`config.mk`:
```
export PLATFORM = sky130hd
export DESIGN_NAME = mmm_inv
export DESIGN_NICKNAME = d
export VERILOG_FILES = /design/src/rtl/mmm_pkg.sv /design/src/rtl/mmm_inv.sv
export SDC_FILE = /design/constraint.sdc
export NUM_CORES = 1
export LEC_CHECK = 0
export BUFFER_PORTS_ARGS = -buffer_cell sky130_fd_sc_hd__clkbuf_2
export CAP_MARGIN = 20
export CORE_ASPECT_RATIO = 0.8
export CORE_MARGIN = 8
export CORE_UTILIZATION = 45
export DETAILED_ROUTE_END_ITERATION = 10
export GPL_ROUTABILITY_DRIVEN = 0
export PLACE_DENSITY = 0.76
export SLEW_MARGIN = 20
export SYNTH_ARGS = -nofsm -noshare
export SYNTH_HDL_FRONTEND = slang
export SYNTH_SLANG_ARGS = --single-unit
```
`constraint.sdc`:
```
create_clock -name clk -period 7.05 [get_ports clk]
set_clock_uncertainty 0.15 [all_clocks]
set_input_delay 0.705 -clock clk [delete_from_list [all_inputs] [get_ports clk]]
set_output_delay 0.705 -clock clk [all_outputs]
set_load 0.05 [all_outputs]
```
`src/rtl/mmm_pkg.sv`:
```
`default_nettype none
// ----------------------------------------------------------------------------
// mmm_pkg
// Shared types and constants for the Montgomery modular multiplier.
// ----------------------------------------------------------------------------
package mmm_pkg;

  localparam int WORD_W  = 32;
  localparam int INDEX_W = 6;

  typedef logic [WORD_W-1:0] word_t;

  typedef enum logic [4:0] {
    S_IDLE,
    S_SCAN_RD,
    S_SCAN_CHK,
    S_INV_RD,
    S_INV_GO,
    S_INV_RUN,
    S_CLR,
    S_ROW_RD,
    S_ROW_T,
    S_ROW_A,
    S_MAC_RD,
    S_MAC_MUL,
    S_MAC_ADD,
    S_CAR_RD,
    S_CAR_ADD,
    S_CMP_RD,
    S_CMP_CHK,
    S_OUT_RD,
    S_OUT_CALC,
    S_BAD,
    S_OUT_HOLD
  } state_t;

endpackage
`default_nettype wire

```
`src/rtl/mmm_inv.sv`:
```
`default_nettype none
// ----------------------------------------------------------------------------
// mmm_inv
// Bit-serial inverse of an odd word mod 2^32; zero for an even word.
// ----------------------------------------------------------------------------
module mmm_inv (
  input  wire           clk,
  input  wire           rst_n,
  input  wire           start,
  input  mmm_pkg::word_t m0,
  output logic          done,
  output mmm_pkg::word_t inv
);
  import mmm_pkg::*;

  logic  busy_r, busy_nxt;
  logic  done_r, done_nxt;
  logic  odd_r,  odd_nxt;
  word_t inv_r,  inv_nxt;
  word_t prod_r, prod_nxt;   // low word of inv_r * m0
  word_t msh_r,  msh_nxt;    // m0 shifted to the current bit
  word_t msk_r,  msk_nxt;    // one-hot current bit

  always_comb begin
    busy_nxt = busy_r;
    done_nxt = 1'b0;
    odd_nxt  = odd_r;
    inv_nxt  = inv_r;
    prod_nxt = prod_r;
    msh_nxt  = msh_r;
    msk_nxt  = msk_r;
    if (start) begin
      busy_nxt = 1'b1;
      odd_nxt  = m0[0];
      inv_nxt  = word_t'(1);
      prod_nxt = m0;
      msh_nxt  = m0 << 1;
      msk_nxt  = word_t'(2);
    end else if (busy_r) begin
      // product is 1 mod 2^j; its bit j decides inverse bit j
      if ((prod_r & msk_r) != '0) begin
        inv_nxt  = inv_r | msk_r;
        prod_nxt = prod_r + msh_r;
      end
      msh_nxt = msh_r << 1;
      msk_nxt = msk_r << 1;
      if (msk_r[WORD_W-1]) begin
        busy_nxt = 1'b0;
        done_nxt = 1'b1;
      end
    end
  end

  always_ff @(posedge clk) begin
    if (!rst_n) begin
      busy_r <= 1'b0;
      done_r <= 1'b0;
    end else begin
      busy_r <= busy_nxt;
      done_r <= done_nxt;
    end
  end

  always_ff @(posedge clk) begin
    odd_r  <= odd_nxt;
    inv_r  <= inv_nxt;
    prod_r <= prod_nxt;
    msh_r  <= msh_nxt;
    msk_r  <= msk_nxt;
  end

  assign done = done_r;
  assign inv  = odd_r ? inv_r : '0;

endmodule
`default_nettype wire

```
Yosys cells after proc, flatten, opt, wreduce, memory -nomap -nowiden:

Cells that the tools add are included.

* input bits: 35
* latch bits: 0
* logic and storage cells: 28
* memories kept: 0
* memory bits (read-only): 0
* bits in registers: 129
* memory bits (writable): 0
* output and inout port bits: 33

* add/sub/neg operators: 1
* eq/ne operators: 0
* shifts and indexed selects: 0
* mux-type cells: 10
* $lt $le $gt $ge: 0
* multipliers: 0
* divide/modulo/power cells: 0
* reductions and logical operators: 6
* bitwise logic cells: 4

Operators with widths (number)
* $mux W32: 6
* $add A32 B32 Y32: 1
* $and A32 B32 Y32: 1
* $or A32 B32 Y32: 1
* $reduce_bool A32 Y1: 1
* $mux W1: 4
* $reduce_and A2 Y1: 2
* $reduce_bool A2 Y1: 2
* $reduce_or A3 Y1: 1
* $not A1 Y1: 2

Depth between registers and ports, before layout:

Gate-level depths: netlist of the first run.

* word-level depth: 5
* depth in mapped cells: 11

Worst setup path after synthesis of the first run:

OpenSTA, ideal clock, no wires.

* kind: register to register
* start point: register prod_r[1]
* end point: register prod_r[31] (data pin)
* arrival: 2.227 ns
* data required time: 6.635 ns
* stages on the path, launching flop included: 12
* path slack: 4.408 ns
* cell sequence: edfxtp_1 > ha_1 > inv_1 > fa_1 > nor2b_4 > o2111ai_1 > a21oi_2 > o31ai_4 > a31oi_4 > a2111oi_4 > xnor2_1 > o21ai_1

* cells in the longest elaborated chain, start to end: 4

Ends and longest elaborated chain
* start: declaration: RTL line mmm_inv.sv:20 `word_t prod_r, prod_nxt;`
* start signal: assignment: RTL line mmm_inv.sv:67 `prod_r <= prod_nxt;`
* $add A32 B32 Y32: RTL line mmm_inv.sv:43 `prod_nxt = prod_r + msh_r;`
* $mux W32: RTL line mmm_inv.sv:41 `if ((prod_r & msk_r) != '0) begin`
* $mux W32: RTL line mmm_inv.sv:39 `end else if (busy_r) begin`
* $mux W32: RTL line mmm_inv.sv:32 `if (start) begin`
* net prod_nxt[31]: RTL line mmm_inv.sv:20

The timed path passes the listed nets, and every way through them passes these cells. The select of a mux whose other input is x is not followed.
A chain may end at the register's enable or synchronous reset.

Worst setup path in the final report of the first run:

Ends and elaborated chain as after synthesis.

==> flow_summary.ini, run 1 <==
[run_status]
outcome = complete, no violations

[finish]
final_common_cell = nor2_1
drive_gt1_frac = 0.150
final_area_um2 = 7670
fin_nets = 809
mostFrequentLayoutCells = 76 x nor2_1, 66 x clkbuf_2, 63 x dfxtp_1, 63 x edfxtp_1, 55 x o21ai_0
syn2layout_area_growth_pct = 16.4
antenna_cells = 0

[worst_setup_path]
critical_path.max_fanout = 6
critPathSlowestCell = edfxtp_1
crit_family = compound AO/OA/AOI/OAI gates
cp_num_buf_inv = 1
critPathLaunchType = flip-flop
cp.required_ns = 7.04
critPathMaxStageDelay_ns = 0.42
worstPathCellList = ha_1 -> inv_1 -> fa_1 -> nor2b_4 -> o2111ai_1 -> a21oi_2 -> o31ai_4 -> a31oi_4 -> a2111oi_4 -> xnor2_1 -> o21ai_1
crit_type = reg2reg
cp-end-kind = flip-flop
cp.arrival_ns = 2.93

[power_and_ir_drop]
p_total_uw = 2440
p_clk_frac = 0.375
switchingPower_uw = 769
peakVddDrop_mv = 0.233
combinationalPowerShare = 0.242
p_leak_uw = 0.00327
powerDensity_nw_per_um2 = 318
p_int_uw = 1670
swShare = 0.315
seqPwrFrac = 0.382

[timing]
post-route-min-period_ns = 2.94
worst_pin_slew_ns = 0.938
final_max_slew_viol_count = 0
final.setup.tns_ns = 0
finalHoldViolCount = 0
setup_viol = 0
fmax_mhz = 340
fin_crit_sh = 0.417
slew_headroom = 0.375
rsz0062_at_grt = no

[floorplan]
die_h_um = 124
io-pin-count = 68
rows = 39
die_w_um = 151
dieArea_um2 = 18800
core-area_um2 = 14300
start_util = 0.461

[placed_design]
dpl_cell_area_um2 = 7050
io_buffers = 67
dp_hpwl_mm = 11.6

[grt]
grt_pass1_vias = 4867
antenna_found_initial = 0
grt_start_max_net_pins = 90
grt_use_total = 0.176
grt-ovfl-total = 0
grt_pass1_wl_mm = 26.1

[routing]
avgRoutedWirePerCell_um = 17.6
drtIter0Drc = 433
vias = 5247
ant_nets = 0
routed_wl_mm = 16.6
drc = 0
viasPerCell = 5.59
drtPass1Iterations = 6

[clock_tree]
cts_setup_buffers = 0
worstSkewPairLatency_ns = 0.41
numCtsBuffers = 17
postCtsHoldBufs = 0
cts_resized = 0
clockBufferDepth = 2
h-tree-depth = 4
cts-root-buf = clkbuf_16
clkSinkCount = 127
path_clk_slew_ns = 0.06
cts_tree = done

[logic_synthesis]
synth-seq-area-share = 0.481
ys_warn_count = 0
synth_enable_flop_cells = 63
ys_async_sr_fraction = 0
synth_cell_types = 56
ys_ff_latch = 127
syn_area_per_cell_um2 = 9.58
syn_inst = 688
ys.flop_type = dfxtp_1
synthesis.nets = 754
synth_area_um2 = 6590

[flow_run]
cap_violations = 0

[worst_hold_path]
hold_class = reg2reg
stage by stage:
step,worst slack (ns),hold slack (ns),std cells,utilization
after floorplan,4.41,0.279,688,-
after global placement,4.21,0.293,908,0.493
after detailed placement,4.14,0.303,908,0.493
after CTS,4.13,0.321,939,0.537
after global routing,3.91,0.329,939,0.537
final,4.11,0.315,939,0.537
cells by family after synthesis:
logic type | count (synthesis) | synth area share
buffers and inverters | 71 | 0.0410
AOI/OAI and AO/OA | 187 | 0.179
and+or+nand+nor | 213 | 0.153
muxes | 34 | 0.0522
xor gates and xnor gates | 25 | 0.0332
DFF | 127 | 0.481
adders and majority gates | 31 | 0.0600
cell type report:
| class | count | area (um^2) |
|---|---|---|
| Tap cell | 184 | 230 |
| Sequential cell | 127 | 3170 |
| Fill cell | 1284 | 6620 |
| Timing Repair Buffer | 69 | 353 |
| Clock buffer | 19 | 475 |
| Multi-Input combinational cell | 490 | 3150 |
| Clock inverter | 12 | 146 |
| Inverter | 38 | 143 |
power groups by stage:
stage | Sequential, uW | Combinational, uW | Clock, uW
finish | 933 | 592 | 916
global route | 939 | 657 | 958
CTS | 931 | 583 | 924
detailed placement | 946 | 575 | 0
global placement | 943 | 570 | 0
floorplan | 903 | 472 | 0
metal layers:
metal	global-route usage	up-vias	share of wire
met1	0.259	2471	0.48
met2	0.241	196	0.41
met5	0	-	0
met4	0.0581	0	0.014
met3	0.0476	18	0.093
li1	-	2562	-
worst paths after layout:
check / from / end / slack [ns] / depth (start not counted)
hold / removal: inv_r[15] / inv_r[15] / 0.32 / 2
setup / recovery: prod_r[1] / prod_r[31] / 4.11 / 11
hold reg to reg: inv_r[15] / inv_r[15] / 0.32 / 2
setup reg to reg: prod_r[1] / prod_r[31] / 4.11 / 11
flip-flops by register name, indices dropped and copies added (netlist names):
signal	count
busy_r	1
msk_r	31
done	1
odd_r	1
prod_r	31
inv_r	31
msh_r	31
cell usage after synthesis, types with 2 or more instances:
master,n,share of area
nor3_1,9,0.0068
dfxtp_1,64,0.19
or2_2,2,0.0019
buf_1,3,0.0017
a21o_1,14,0.016
o21ai_1,11,0.0083
mux2i_1,31,0.047
a21boi_1,2,0.0023
nand2b_1,4,0.0038
o21bai_1,2,0.0023
nand4_1,8,0.0076
o21a_1,5,0.0057
clkbuf_1,29,0.017
a21oi_1,53,0.040
a22o_1,4,0.0053
o31ai_1,5,0.0057
nor4_1,2,0.0019
nor2b_1,2,0.0019
a31oi_1,5,0.0047
mux2_2,3,0.0051
nand2_1,50,0.028
a21boi_0,2,0.0023
nor2_1,77,0.044
o21ai_0,55,0.042
a221oi_1,5,0.0066
inv_1,38,0.022
and2_1,36,0.034
a211o_1,3,0.0040
xnor2_1,11,0.015
nand3_1,10,0.0076
xor2_1,14,0.019
a22oi_1,8,0.0091
edfxtp_1,63,0.29
and3_1,7,0.0066
ha_1,30,0.057
tightest hold or removal path, delay by kind of cell, from the launching register on:
family / cells / cell delay [ns]
compound gates: 1 / 0.04
simple gates: 1 / 0.07
flops: 1 / 0.33
Power figures use the tool's default switching activity.
==> run 2: changes to the inputs <==
Settings changed: ABC_AREA set to 1, PLACE_DENSITY 0.76 to 0.78.
Clock period 7.05 ns to 2.6 ns, I/O delays scaled along.
==> run 2 against run 1 <==
Effect of this change: sequential share of layout area is 4.6 points lower; flip-flop and latch count stayed put; synthesized area grew 10%; total power rose to 2.7 times the previous value; maximum frequency is 23% higher; sequential power rose to 2.6 times the previous value; first-iteration DRC count up 66%; final cell count rose by 44%; highest routed layer unchanged.
==> flow_summary.ini, run 2 <==
[clock_tree]
clockBufferDepth = 2
cts-root-buf = clkbuf_16
h-tree-depth = 4
numCtsBuffers = 17
clkSinkCount = 127
cts_tree = done
worstSkewPairLatency_ns = 0.42
path_clk_slew_ns = 0.06
cts_setup_buffers = 0

[logic_synthesis]
yosys.area.top_type_share = 0.260
synthMuxAreaShare = 0
synth_fa_ha_area_frac = 0.0543
yosysMostFrequentCell = nand2_1
synth-seq-area-share = 0.436
synth-simple-area-share = 0.338
synthesis.nets = 1107
ys_warn_count = 0
ys.flop_type = dfxtp_1
synth_compound_area_frac = 0.0657
synthTopCellsByArea = edfxtp_1 26%, nand2_1 23%, dfxtp_1 18%, inv_1 8.7%, ha_1 5.2%
synth_top_family_by_area = simple AND/OR/NAND/NOR gates
ys_ff_latch = 127
syn_inst = 1041
synth_area_um2 = 7280
yosysTopAreaCell = edfxtp_1
synthXorXnorAreaFrac = 0.00120
syn_area_per_cell_um2 = 6.99
synth_enable_flop_cells = 63
synth_cell_types = 31
ys_async_sr_fraction = 0
synthTopCellsByCount = 444 x nand2_1, 168 x inv_1, 71 x nand3_1

[routing]
drtPass1Iterations = 8
dr_wl_met2_mm = 8.12
highest_layer = met4
ant_nets = 0
wl_met3_mm = 1.95
avgRoutedWirePerCell_um = 14.2
drtIter0Drc = 719
drc = 0
routed_wl_mm = 19.2
vias = 6754
viasPerCell = 4.99
m1WireLength_mm = 9.03

[power_and_ir_drop]
switchingPower_uw = 2160
seqPwrFrac = 0.375
p_leak_uw = 0.00458
powerDensity_nw_per_um2 = 750
p_int_uw = 4320
combinationalPowerShare = 0.261
p_clk_frac = 0.364
peakVddDrop_mv = 0.448
swShare = 0.333

[finish]
mostFrequentLayoutCells = 444 x nand2_1, 167 x inv_1, 69 x nand3_1
antenna_cells = 0
fin_nets = 1191
final_common_cell = nand2_1
syn2layout_area_growth_pct = 18.7
drive_gt1_frac = 0.118

[timing]
post-route-min-period_ns = 2.40
final.setup.tns_ns = 0
slew_headroom = 0.429
final_max_slew_viol_count = 0
rsz0062_at_grt = no
setup_slack_ns = 0.201
fin_crit_sh = 0.923
setup_viol = 0
finalHoldViolCount = 0
worst_pin_slew_ns = 0.856
fmax_mhz = 417

[worst_hold_path]
hold-path-endpoint = prod_r[25]
hold_class = in2reg
hold_start = m0[25]
hold_depth = 3

[worst_setup_path]
worstReg2RegStart = prod_r[1]
crit_type = reg2reg
rrSetupSlack_ns = 0.20
cp.required_ns = 2.63
critical_path.max_fanout = 5
reg2reg_depth = 13
r2r-end = prod_r[25]
critPathLaunchType = flip-flop
cp-end-kind = flip-flop
cp.arrival_ns = 2.43

[placed_design]
place_ws_ns = 0.211
io_buffers = 67
dp_hpwl_mm = 14.4

[floorplan]
die_h_um = 130
rows = 41
start_util = 0.460
io-pin-count = 68
core-area_um2 = 15800
die_w_um = 158
dieArea_um2 = 20500

[flow_run]
cap_violations = 0

[grt]
grt_pass1_wl_mm = 31.3
grt_use_total = 0.195
grt_pass1_vias = 6354
antenna_found_initial = 0
grt_start_max_net_pins = 49
grt-ovfl-total = 0

[run_status]
outcome = complete, no violations
-- run 2: cell types whose count changed after synthesis, moves of 13 or more --
cell and change:
a21oi_1 -20, nand2_1 +394, xor2_1 -14, o22ai_1 +30
and2_1 -35, o21ai_0 -37, nand3_1 +61, inv_1 +130
mux2i_1 -31, a21o_1 -13, nor2_1 -35
-- run 2: layout make-up --
cell class / instances / area (um^2)
clock buffers: 23 / 532
clock inverters: 9 / 66.3
fillers: 1508 / 7160
inverters: 169 / 634
multi-input cells: 715 / 3350
flip-flops and latches: 127 / 3170
well taps: 215 / 269
repair buffers: 95 / 608
-- run 2: per-layer routing --
layer | vias up | global-route usage
met1 | 3032 | 0.267
li1 | 3452 | -
met4 | 0 | 0.0498
met5 | - | 0
met2 | 256 | 0.295
met3 | 14 | 0.0601
-- run 2: worst max path at each step --
stage | depth (start not counted) | startpoint | end
floorplan | 7 | prod_r[6] | prod_r[10]
global placement | 13 | prod_r[1] | prod_r[29]
detailed placement | 13 | prod_r[1] | prod_r[29]
CTS | 13 | prod_r[1] | prod_r[29]
global route | 13 | prod_r[1] | prod_r[25]
finish | 13 | prod_r[1] | prod_r[25]
-- run 2: timing repair --
| action | in CTS | in global routing |
|---|---|---|
| gates resized for setup | 0 | 3 |
| hold endpoints to repair | 35 | 0 |
| endpoints found under the setup margin | 0 | 3 |
| hold buffers | 20 | 0 |
-- run 2: stage by stage --
step           utilization  hold WS, ns  cell area (um^2)  cells  total power, uW
2_1_floorplan            -        0.209              7280   1041             3660
3_3_place_gp         0.495        0.288              7830   1301             4030
3_5_place_dp         0.495        0.291              7830   1301             4080
4_1_cts              0.546      0.00182              8620   1353             6470
5_1_grt              0.547       0.0205              8640   1353             6830
6_report             0.547       0.0171              8640   1353             6480
-- run 2: worst max-delay path, cell delays in order (launching register included) --
cell and delay, ns:
edfxtp_1 0.36, ha_2 0.23, inv_1 0.06, fa_1 0.37, inv_1 0.14, nand3_1 0.12, nand3_2 0.13, nand2_1 0.08
nand2_1 0.14, nand2_1 0.10, nand3_1 0.09, nand2_1 0.05, nand3_1 0.08, nand2_1 0.06
-- run 2: logic make-up (layout without fill, tap and decap cells) --
group,after synthesis,count (layout)
and+or+nand+nor,598,598
buffers and inverters,199,296
AOI/OAI and AO/OA,85,85
DFF,127,127
adders and majority gates,31,31
xor gates and xnor gates,1,1
-- run 2: power groups by stage --
stage / clock, uW / sequential [uW] / combinational [uW]
2_1_floorplan: 0 / 2410 / 1240
3_3_place_gp: 0 / 2460 / 1580
3_5_place_dp: 0 / 2470 / 1610
4_1_cts: 2400 / 2420 / 1650
5_1_grt: 2480 / 2440 / 1920
6_report: 2360 / 2430 / 1690
